[config.mk]
export PLATFORM = sky130hd
export DESIGN_NAME = lba_to_bios_chs
export DESIGN_NICKNAME = d
export VERILOG_FILES = /design/src/rtl/lbachs_pkg.sv /design/src/rtl/lba_to_bios_chs.sv /design/src/rtl/lbachs_div_cell.sv /design/src/rtl/lbachs_divider.sv
export SDC_FILE = /design/constraint.sdc
export NUM_CORES = 2
export LEC_CHECK = 0
export ABC_AREA = 0
export BUFFER_PORTS_ARGS = -buffer_cell sky130_fd_sc_hd__buf_2
export CORE_MARGIN = 2
export CORE_UTILIZATION = 35
export DETAILED_ROUTE_END_ITERATION = 16
export PLACE_DENSITY = 0.52
export SLEW_MARGIN = 20
export SYNTH_ARGS = -nofsm -noshare
export SYNTH_HDL_FRONTEND = slang
export SYNTH_SLANG_ARGS = --single-unit
[constraint.sdc]
create_clock -name clk_i -period 6.6 [get_ports clk_i]
set_clock_uncertainty 0.2 [all_clocks]
set_input_delay 1.32 -clock clk_i [delete_from_list [all_inputs] [get_ports clk_i]]
set_output_delay 1.32 -clock clk_i [all_outputs]
set_load 0.005 [all_outputs]
[src/rtl/lbachs_pkg.sv]
// shared widths and constants for the lba to chs converter
package lbachs_pkg;

  localparam int unsigned LbaW     = 32;
  localparam int unsigned SptW     = 6;
  localparam int unsigned HeadW    = 8;
  localparam int unsigned CfgDataW = 8;
  localparam int unsigned CfgIdxW  = 2;
  localparam int unsigned CylW     = 10;
  localparam int unsigned CylShift = 10;
  localparam int unsigned ProdW    = SptW + HeadW;
  localparam int unsigned LimitW   = ProdW + CylShift;
  localparam int unsigned TrackW   = CylW + HeadW;
  localparam int unsigned Latency  = LimitW + TrackW + 2;

  localparam logic [CfgIdxW-1:0] RegSpt   = 2'd0;
  localparam logic [CfgIdxW-1:0] RegHeads = 2'd1;

  localparam logic [SptW-1:0]  SptReset  = 6'd63;
  localparam logic [HeadW-1:0] HeadReset = 8'd16;

  localparam logic [7:0] SatHead = 8'hFE;
  localparam logic [7:0] SatByte = 8'hFF;

  // saturation flag and sector number that ride along the head-count divider chain
  typedef struct packed {
    logic sat;
    logic [SptW-1:0] sector;
  } side_t;

endpackage

[src/rtl/lba_to_bios_chs.sv]
// lba to packed bios cylinder/head/sector converter, top level
//
// usage: pulse start_i with block_address_i; a request is taken at every
// clock edge where start_i is high (busy_o stays low, one request per cycle).
// each request gives exactly one result: done_o is high for
// one cycle with cylinder_byte_o, head_byte_o and sector_byte_o valid.
// a request passes an input register, then the two divider chains,
// one cell per quotient bit: 24 cells for the division by sectors per track
// and 18 cells for the division by the head count, then an output register.
// results leave in request order; the receiver cannot stall, so the chain
// never holds. geometry is written through cfg_we_i / cfg_index_i /
// cfg_wdata_i (index 0 sectors per track, index 1 head count) while no
// request is in flight; other indexes are ignored.
// addresses at or above 1024 * spt * heads, or any zero geometry, give
// cylinder 0xff, head 0xfe, sector 0xff.
// reset empties the pipeline and loads 63 sectors per track, 16 heads.
module lba_to_bios_chs (
  input  logic                            clk_i,
  input  logic                            rst_ni,
  input  logic                            start_i,
  output logic                            busy_o,
  input  logic [lbachs_pkg::LbaW-1:0]     block_address_i,
  input  logic                            cfg_we_i,
  input  logic [lbachs_pkg::CfgIdxW-1:0]  cfg_index_i,
  input  logic [lbachs_pkg::CfgDataW-1:0] cfg_wdata_i,
  output logic                            done_o,
  output logic [7:0]                      cylinder_byte_o,
  output logic [7:0]                      head_byte_o,
  output logic [7:0]                      sector_byte_o
);

  import lbachs_pkg::*;

  logic [SptW-1:0]   spt_q;
  logic [HeadW-1:0]  heads_q;
  logic [ProdW-1:0]  prod_q;
  logic              in_vld_q;
  logic [LbaW-1:0]   in_lba_q;
  logic              in_sat;

  logic              d1_vld;
  logic [LimitW-1:0] d1_quot;
  logic [SptW-1:0]   d1_rem;
  logic              d1_sat;
  side_t             d2_side_in;

  logic              d2_vld;
  logic [TrackW-1:0] d2_quot;
  logic [HeadW-1:0]  d2_rem;
  side_t             d2_side;

  logic [CylW-1:0]   cyl;
  logic              done_q;
  logic [7:0]        cyl_q, cyl_d;
  logic [7:0]        head_q, head_d;
  logic [7:0]        sec_q, sec_d;

  assign busy_o = 1'b0;

  // geometry registers
  always_ff @(posedge clk_i or negedge rst_ni) begin
    if (!rst_ni) begin
      spt_q   <= SptReset;
      heads_q <= HeadReset;
    end else if (cfg_we_i) begin
      unique case (cfg_index_i)
        RegSpt:   spt_q   <= cfg_wdata_i[SptW-1:0];
        RegHeads: heads_q <= cfg_wdata_i[HeadW-1:0];
        default: ;
      endcase
    end
  end

  // product is registered from the geometry and follows it in the next cycle
  always_ff @(posedge clk_i) begin
    prod_q <= ProdW'(spt_q) * ProdW'(heads_q);
  end

  always_ff @(posedge clk_i or negedge rst_ni) begin
    if (!rst_ni) begin
      in_vld_q <= 1'b0;
    end else begin
      in_vld_q <= start_i && !busy_o;
    end
  end

  always_ff @(posedge clk_i) begin
    in_lba_q <= block_address_i;
  end

  assign in_sat = (in_lba_q >= LbaW'({prod_q, {CylShift{1'b0}}}));

  lbachs_divider #(
    .NumW  (LimitW),
    .DivW  (SptW),
    .SideW (1)
  ) u_div_spt (
    .clk_i     (clk_i),
    .rst_ni    (rst_ni),
    .valid_i   (in_vld_q),
    .num_i     (in_lba_q[LimitW-1:0]),
    .side_i    (in_sat),
    .divisor_i (spt_q),
    .valid_o   (d1_vld),
    .quot_o    (d1_quot),
    .rem_o     (d1_rem),
    .side_o    (d1_sat)
  );

  always_comb begin
    d2_side_in.sat    = d1_sat;
    d2_side_in.sector = d1_rem + SptW'(1);
  end

  lbachs_divider #(
    .NumW  (TrackW),
    .DivW  (HeadW),
    .SideW ($bits(side_t))
  ) u_div_heads (
    .clk_i     (clk_i),
    .rst_ni    (rst_ni),
    .valid_i   (d1_vld),
    .num_i     (d1_quot[TrackW-1:0]),
    .side_i    (d2_side_in),
    .divisor_i (heads_q),
    .valid_o   (d2_vld),
    .quot_o    (d2_quot),
    .rem_o     (d2_rem),
    .side_o    (d2_side)
  );

  assign cyl = d2_quot[CylW-1:0];

  always_comb begin
    if (d2_side.sat) begin
      cyl_d  = SatByte;
      head_d = SatHead;
      sec_d  = SatByte;
    end else begin
      cyl_d  = cyl[7:0];
      head_d = d2_rem;
      sec_d  = {cyl[CylW-1:8], d2_side.sector};
    end
  end

  always_ff @(posedge clk_i or negedge rst_ni) begin
    if (!rst_ni) begin
      done_q <= 1'b0;
    end else begin
      done_q <= d2_vld;
    end
  end

  always_ff @(posedge clk_i) begin
    cyl_q  <= cyl_d;
    head_q <= head_d;
    sec_q  <= sec_d;
  end

  assign done_o          = done_q;
  assign cylinder_byte_o = cyl_q;
  assign head_byte_o     = head_q;
  assign sector_byte_o   = sec_q;

  // every request comes out on done_o after the input register, both divider chains and the output register
  a_latency : assert property (@(posedge clk_i) disable iff (!rst_ni)
    start_i && !busy_o |-> ##Latency done_o)
    else $error("request did not complete after chain latency");

  // zero geometry always saturates
  a_zero_geom : assert property (@(posedge clk_i) disable iff (!rst_ni)
    done_o && (spt_q == '0 || heads_q == '0) |->
      head_byte_o == SatHead && sector_byte_o == SatByte && cylinder_byte_o == SatByte)
    else $error("zero geometry gave an in-range result");

  // a head that is not the saturation code is below the head count
  a_head_range : assert property (@(posedge clk_i) disable iff (!rst_ni)
    done_o && head_byte_o != SatHead |-> head_byte_o < heads_q)
    else $error("head number not below head count");

  // sector numbers start at one
  a_sector_nz : assert property (@(posedge clk_i) disable iff (!rst_ni)
    done_o |-> sector_byte_o[SptW-1:0] != '0)
    else $error("sector number zero");

endmodule

[src/rtl/lbachs_div_cell.sv]
// one restoring division step with registered outputs
module lbachs_div_cell #(
  parameter int unsigned NumW  = 24,
  parameter int unsigned DivW  = 6,
  parameter int unsigned SideW = 1
) (
  input  logic             clk_i,
  input  logic             rst_ni,
  input  logic             valid_i,
  input  logic [NumW-1:0]  num_i,
  input  logic [DivW-1:0]  rem_i,
  input  logic [SideW-1:0] side_i,
  input  logic [DivW-1:0]  divisor_i,
  output logic             valid_o,
  output logic [NumW-1:0]  num_o,
  output logic [DivW-1:0]  rem_o,
  output logic [SideW-1:0] side_o
);

  logic [DivW:0]    trial;
  logic [DivW:0]    diff;
  logic             ge;
  logic             valid_q;
  logic [NumW-1:0]  num_q,  num_d;
  logic [DivW-1:0]  rem_q,  rem_d;
  logic [SideW-1:0] side_q;

  always_comb begin
    trial = {rem_i, num_i[NumW-1]};
    diff  = trial - {1'b0, divisor_i};
    ge    = (trial >= {1'b0, divisor_i});
    rem_d = ge ? diff[DivW-1:0] : trial[DivW-1:0];
    // quotient bit enters at the bottom as dividend bits leave the top
    num_d = {num_i[NumW-2:0], ge};
  end

  always_ff @(posedge clk_i or negedge rst_ni) begin
    if (!rst_ni) begin
      valid_q <= 1'b0;
    end else begin
      valid_q <= valid_i;
    end
  end

  always_ff @(posedge clk_i) begin
    num_q  <= num_d;
    rem_q  <= rem_d;
    side_q <= side_i;
  end

  assign valid_o = valid_q;
  assign num_o   = num_q;
  assign rem_o   = rem_q;
  assign side_o  = side_q;

endmodule

[src/rtl/lbachs_divider.sv]
// pipelined divider built from a chain of restoring step cells
module lbachs_divider #(
  parameter int unsigned NumW  = 24,
  parameter int unsigned DivW  = 6,
  parameter int unsigned SideW = 1
) (
  input  logic             clk_i,
  input  logic             rst_ni,
  input  logic             valid_i,
  input  logic [NumW-1:0]  num_i,
  input  logic [SideW-1:0] side_i,
  input  logic [DivW-1:0]  divisor_i,
  output logic             valid_o,
  output logic [NumW-1:0]  quot_o,
  output logic [DivW-1:0]  rem_o,
  output logic [SideW-1:0] side_o
);

  logic             vld_s  [NumW+1];
  logic [NumW-1:0]  num_s  [NumW+1];
  logic [DivW-1:0]  rem_s  [NumW+1];
  logic [SideW-1:0] side_s [NumW+1];

  assign vld_s[0]  = valid_i;
  assign num_s[0]  = num_i;
  assign rem_s[0]  = '0;
  assign side_s[0] = side_i;

  for (genvar k = 0; k < NumW; k++) begin : g_cell
    lbachs_div_cell #(
      .NumW  (NumW),
      .DivW  (DivW),
      .SideW (SideW)
    ) u_cell (
      .clk_i     (clk_i),
      .rst_ni    (rst_ni),
      .valid_i   (vld_s[k]),
      .num_i     (num_s[k]),
      .rem_i     (rem_s[k]),
      .side_i    (side_s[k]),
      .divisor_i (divisor_i),
      .valid_o   (vld_s[k+1]),
      .num_o     (num_s[k+1]),
      .rem_o     (rem_s[k+1]),
      .side_o    (side_s[k+1])
    );
  end

  assign valid_o = vld_s[NumW];
  assign quot_o  = num_s[NumW];
  assign rem_o   = rem_s[NumW];
  assign side_o  = side_s[NumW];

endmodule
; Word-level counts from Yosys, hierarchy flattened
; Index checks and enable logic that the tools add are counted.
; W data, S select, Z words.
[word_totals]
word_cells = 312
in_bits = 46
register_bits = 1452
output_inout_bits = 26
[op_classes]
n_mul = 1
n_reduce_logical = 3
addsub = 43
eq_ne = 1
n_mux = 42
n_lt_le_gt_ge = 43
[ops]
columns = operator, count
row1 = $ge A7 B6 Y1, 23
row2 = $ge A9 B8 Y1, 17
row3 = $mux W6, 23
row4 = $sub A6 B6 Y6, 23
row5 = $mux W8, 17
row6 = $sub A8 B8 Y8, 17
row7 = $ge A32 B24 Y1, 1
row8 = $mul A6 B8 Y14, 1
row9 = $ge A1 B8 Y1, 1
row10 = $sub A1 B8 Y8, 1
row11 = $add A6 B1 Y6 const B, 1
row12 = $ge A1 B6 Y1, 1
row13 = $sub A1 B6 Y6, 1
row14 = $reduce_and A2 Y1, 2
row15 = $eq A2 B1 Y1 const B, 1
row16 = $logic_not A2 Y1, 1
row17 = $mux W1, 2

; Depth between registers and ports, before layout
[depth]
ltp_word = 2
mapped_depth = 14
mapped_depth_nobuf = 13

; By module
; Synthesis repeated with hierarchy kept, for this count alone.
[hier_totals]
hier_cells = 4066
area_unflattened_um2 = 50517.2
[by_module_without_submodules]
columns = module, seq_area_each_um2, area_per_inst_um2, cells_each, instances
row1 = lbachs_div_cell (u_div_spt.g_cell[0].u_cell ...), 645.6, 1027.2, 77, 24
row2 = lbachs_div_cell (u_div_heads.g_cell[12].u_cell ...), 685.7, 1206.2, 103, 15
row3 = lba_to_bios_chs, 1810.5, 4088.9, 371, 1
row4 = lbachs_div_cell (u_div_heads.g_cell[0].u_cell ...), 685.7, 1224.9, 100, 3
row5 = lbachs_divider, 0.0, 3.8, 1, 2

; Least setup slack after synthesis
; No wires, ideal clock.
[synth_timing]
path_kind = register -> register
startpoint = reg spt_q[1]
endpoint = reg prod_q[13]
required_time_ns = 6.294
path_stages_with_launch = 14
n_path_buf = 0
t_arrival_ns = 4.978
path_slack_ns = 1.316
setup_time_ns = 0.106
period_less_slack_ns = 5.284
path_cell_list = dfstp_2 clkinv_1 nor2_1 fa_1 inv_1 fa_1 fa_1 inv_1 ha_1 nor2b_1 o31a_1 o221ai_1 nand2_1 o311ai_0
[synth_between]
elab_chain_cells = 1
[synth_lines]
columns = element, line_no
row1 = "start, declared", lba_to_bios_chs.sv:34  ; logic [SptW-1:0] spt_q;
row2 = "start signal, assigned", lba_to_bios_chs.sv:63  ; spt_q <= SptReset;
row3 = "start signal, assigned", lba_to_bios_chs.sv:67  ; RegSpt: spt_q <= cfg_wdata_i[SptW-1:0];
row4 = $mul A6 B8 Y14, lba_to_bios_chs.sv:76  ; prod_q <= ProdW'(spt_q) * ProdW'(heads_q);
row5 = "end signal, assigned", lba_to_bios_chs.sv:76
row6 = "end, declared", lba_to_bios_chs.sv:36  ; logic [ProdW-1:0] prod_q;
; No other way between the ends.
; A chain may end at the register's enable or synchronous reset.

; Worst setup path after layout
[layout_timing]
startpoint = reg heads_q[2]
endpoint = reg prod_q[13]
[layout_between]
elab_chain_cells = 1
[layout_lines]
columns = element, line_no
row1 = "start, declared", lba_to_bios_chs.sv:35  ; logic [HeadW-1:0] heads_q;
row2 = "start signal, assigned", lba_to_bios_chs.sv:64  ; heads_q <= HeadReset;
row3 = "start signal, assigned", lba_to_bios_chs.sv:68  ; RegHeads: heads_q <= cfg_wdata_i[HeadW-1:0];
row4 = $mul A6 B8 Y14, lba_to_bios_chs.sv:76
; No other way between the ends.

==> results.md <==
- Type of the tightest min-delay check: flip-flop to flip-flop
- Power per cell area: 582 mW/mm^2
- Max-Cap Viols: 0
- IO Port Bufs: 70
- Post-Route Utilization: 40.8%
- Filler Cells Inserted: 11416
- Maximum clock frequency: 222 MHz
- Wirelength per Cell: 14.1 um
- Post-DRT Antenna Nets: 0
- Most used flip-flop cell after synthesis: sky130_fd_sc_hd__dfxtp_1
- Antenna fix cells: 0
- Ordered cell list for the critical path: inv_1 > nor2_1 > fa_1 > fa_1 > inv_1 > fa_1 > inv_1 > ha_1 > o21a_1 > o31a_1 > o221ai_1 > nand2_1 > o311ai_0
- Number of flops mapped to enable cells by yosys: 0
- Clock tree from TritonCTS: built
- Number of detailed-route iterations in the first pass: 5
- Largest fanout of any net on the critical path: 11
- Launching instance or port of the critical path: heads_q[2]
- Last element of the critical path: prod_q[13]
- Violation count after the first detailed-route iteration: 866
- Detailed Place HPWL: 51100 um
- Initial Util: 35.4%
- Post-synth top area share: 54.8%
- Post-detailed-route DRC marker count: 0
- Design Power: 28.5 mW
- Layout Nets: 4081
- Req. time, crit path: 6.99 ns
- Post-Syn Nets: 3886
- Shortest period the worst path allows: 4.50 ns
- Longest Clk Path Bufs: 3
- Worst max-slew margin expressed relative to the limit: 46.9%
- Yosys warnings: 0
- Detailed-route via count: 24158
- Share of layout cells above drive strength 1: 14.4%
- Total of hold buffers inserted after clock tree synthesis: 0
- CTS HTree Levels: 3
- Post-detailed-routing wire length: 75500 um
- Summed instance area of the synthesized netlist: 0.0425 mm^2
- Endpoint type of the worst setup path: flip-flop
- Placed cell areas: 0.0450 mm^2
- Maximum number of pins on one net before global-route repair: 59
- Delay contributed by the slowest stage of the critical path: 0.59 ns
- Global-route wire length before repair: 124000 um
- Synth Area in Simple Gates: 7.73%
- Total Negative Setup Slacks: 0 ns
- Die X: 352 um
- Reg-to-reg slack, setup: 2.10 ns
- IO Pins: 72
- Initial antenna violation count: 2
- Main area contributors after synthesis: sky130_fd_sc_hd__dfxtp_1 (55%), sky130_fd_sc_hd__ha_1 (9.3%), sky130_fd_sc_hd__mux2_2 (4.3%), sky130_fd_sc_hd__fa_1 (3.1%), sky130_fd_sc_hd__dfrtp_1 (3.0%)
- Mux cell area share after synthesis: 6.41%
- Clock latency at the later pin of the worst-skew pair: 0.71 ns
- Share of synthesized area occupied by flip-flops and latches: 58.2%
- Number of flip-flops and latches in the synthesized netlist: 1221
- Vias in the first global route: 24340
- Final cell area excluding filler cells: 0.0490 mm^2
- Clock transition at the registers of the reported paths: 0.06 ns
- Most common cell after layout, fill and taps aside: sky130_fd_sc_hd__dfxtp_1
- Largest family of logic cells by synthesized area: adder cells
- Cell at the slowest stage of the critical path: sky130_fd_sc_hd__inv_1
- Die footprint: 0.124 mm^2
- Setup repair after global routing missed its margin: no
- Final Hold Viols: 0
- Outcome: completed
- Number of distinct library cell variants in the gate-level netlist after synthesis: 83
- Final count of pins violating max slew: 0
- Cells after synthesis: 3460
- Sequential cell area: 0.0247 mm^2
- Cell at the root of the clock tree: sky130_fd_sc_hd__clkbuf_16
- Highest-count cells in the layout ignoring fill and taps: sky130_fd_sc_hd__dfxtp_1 (1163), sky130_fd_sc_hd__ha_1 (315), sky130_fd_sc_hd__inv_1 (232)
- Vert. Die Dim: 352 um
- Reg2Reg Depth: 13
- Xor/xnor share of the synthesized area: 2.23%
- Placeable core region: 0.120 mm^2
- Biggest area consumer among synthesized cells: sky130_fd_sc_hd__dfxtp_1
- Type of the worst setup path: flip-flop to flip-flop
- Placement Setup Slack: 2.04 ns
- Data arrival time at the worst-slack endpoint: 4.90 ns
- Peak supply drop: 0.248 mV
- Total gr overflow: 0
- Multi-input gate area in the final layout: 0.0167 mm^2
- Cell depth of the worst setup path: 13
- Post_cts resized: 0
- Share of the clock period used by the worst path after layout: 68.2%
- Number of buffers inserted by post-CTS setup repair: 0
- Global placer's final weighted congestion: 0.775
- Reg-to-reg startpoint: heads_q[2]
- Buffers plus inverters on the worst setup path: 3
- Avg Vias per Cell: 4.50
- Leakage power figure: 21.0 nW
- Final count of negative-setup-slack endpoints: 0
- Launching element type of the critical path: flip-flop
- Slack of the critical path: 2.10 ns
- Clk sink count: 1221
- Category of cells accounting for the largest share of critical-path delay: adder cells
- Post-synthesis adder-cell area fraction: 12.3%
- Number of rows created at floorplan: 127
- Endpoint of the worst register-to-register path: prod_q[13]
- Synth async-reset ratio: 4.75%
- Synthesized area divided by synthesized cell count: 12.3 um^2
- Total CTS buffers: 115
- Worst slew pin tran: 0.789 ns
- Compound-cell area share of the yosys netlist: 10.7%
- Overall track demand over capacity in global routing: 12.2%
- Synthesis-to-layout area growth: 15.4%
## worst register-to-register path, delay by kind of cell (launching register included)
kind / cells / cell delay (ns)
compound gates: 4 / 0.83
fa+ha+maj: 4 / 1.97
buf+inv: 3 / 0.69
flops: 1 / 0.47
simple gates: 2 / 0.25
## per-stage QoR
stage	cells	hold slack, ns
final	5365	0.115
after global routing	5365	0.122
after CTS	5365	0.110
after detailed placement	5150	0.112
after global placement	5150	0.109
after floorplan	3460	0.110
## synthesized netlist by cell type (9+ instances only)
library cell and number:
sky130_fd_sc_hd__nand2_1 123, sky130_fd_sc_hd__a31oi_4 9, sky130_fd_sc_hd__o311ai_0 15, sky130_fd_sc_hd__o211ai_1 26, sky130_fd_sc_hd__o31ai_1 26, sky130_fd_sc_hd__dfrtp_1 51, sky130_fd_sc_hd__ha_1 315, sky130_fd_sc_hd__or2_2 37
sky130_fd_sc_hd__and3_1 14, sky130_fd_sc_hd__nor4b_1 13, sky130_fd_sc_hd__o21a_1 83, sky130_fd_sc_hd__a2111o_1 10, sky130_fd_sc_hd__nand3b_1 9, sky130_fd_sc_hd__mux2i_1 80, sky130_fd_sc_hd__clkinv_1 12, sky130_fd_sc_hd__o21ai_0 74
sky130_fd_sc_hd__dfxtp_1 1163, sky130_fd_sc_hd__nand3_1 39, sky130_fd_sc_hd__o31a_1 15, sky130_fd_sc_hd__a211o_1 10, sky130_fd_sc_hd__a21oi_1 137, sky130_fd_sc_hd__o22a_1 9, sky130_fd_sc_hd__a21o_1 51, sky130_fd_sc_hd__a211oi_4 9
sky130_fd_sc_hd__or4b_1 11, sky130_fd_sc_hd__nand2b_1 33, sky130_fd_sc_hd__a211oi_1 29, sky130_fd_sc_hd__xor2_1 24, sky130_fd_sc_hd__nor2_1 135, sky130_fd_sc_hd__nor3_1 62, sky130_fd_sc_hd__and2_1 16, sky130_fd_sc_hd__nor2b_1 92
sky130_fd_sc_hd__a41oi_1 9, sky130_fd_sc_hd__nor4_1 12, sky130_fd_sc_hd__inv_1 232, sky130_fd_sc_hd__xnor2_1 84, sky130_fd_sc_hd__a31oi_1 20, sky130_fd_sc_hd__a221oi_1 24, sky130_fd_sc_hd__fa_1 65, sky130_fd_sc_hd__mux2_2 163
sky130_fd_sc_hd__a311o_1 9
## flip-flops by register name, indices dropped and copies added, names as in the netlist
register,flops
cylinder_byte_o,8
u_div_spt.g_cell.u_cell.valid_o,24
in_lba_q,32
sector_byte_o,8
done_o,1
u_div_spt.g_cell.u_cell.rem_o,144
head_byte_o,8
u_div_heads.g_cell.u_cell.side_o,126
spt_q,6
u_div_heads.g_cell.u_cell.rem_o,144
u_div_heads.g_cell.u_cell.num_o,208
in_vld_q,1
u_div_spt.g_cell.u_cell.side_o,24
heads_q,8
u_div_heads.g_cell.u_cell.valid_o,18
prod_q,14
u_div_spt.g_cell.u_cell.num_o,447
## routing by layer
metal / wire length (um) / up-vias / GRT usage, %
met5: 0 / - / 0
met4: 2310 / 0 / 4.47
met3: 2540 / 134 / 2.30
met2: 34800 / 299 / 20.4
met1: 35800 / 11203 / 15.6
li1: - / 12522 / -
## report_power, final
| group | switching [mW] | internal, mW | total [mW] |
|---|---|---|---|
| Combinational | 5.59 | 5.25 | 10.8 |
| Sequential | 0.911 | 9.95 | 10.9 |
| Clock | 2.83 | 4.02 | 6.84 |
## how the worst min path moves through the flow
stage	to	start	slack, ns	cells after the start
6_report	u_div_spt.g_cell[4].u_cell.side_o	u_div_spt.g_cell[3].u_cell.side_o	0.12	0
5_1_grt	u_div_spt.g_cell[9].u_cell.num_o[12]	u_div_spt.g_cell[8].u_cell.num_o[11]	0.12	0
4_1_cts	u_div_spt.g_cell[4].u_cell.side_o	u_div_spt.g_cell[3].u_cell.side_o	0.11	0
3_5_place_dp	u_div_spt.g_cell[2].u_cell.num_o[18]	u_div_spt.g_cell[1].u_cell.num_o[17]	0.11	0
3_3_place_gp	u_div_heads.g_cell[6].u_cell.side_o[5]	u_div_heads.g_cell[5].u_cell.side_o[5]	0.11	0
2_1_floorplan	u_div_heads.g_cell[0].u_cell.num_o[10]	u_div_spt.g_cell[23].u_cell.num_o[9]	0.11	0
## kinds of logic after synthesis
family | after synthesis
XOR/XNOR | 108
AO/OA/AOI/OAI | 614
buffers and inverters | 260
AND/OR/NAND/NOR | 627
multiplexers | 249
flip-flops | 1221
adder cells (fa/ha/maj) | 380
other | 1
## final cells by class
| class | count | share of cell area [%] |
|---|---|---|
| multi-input combinational | 1979 | 34.2 |
| clock inverter | 59 | 1.69 |
| sequential | 1221 | 50.5 |
| timing repair buffer | 93 | 1.07 |
| tap | 1612 | 4.11 |
| inverter | 245 | 1.88 |
| clock buffer | 156 | 6.59 |
(Power assumes the default switching activity.)
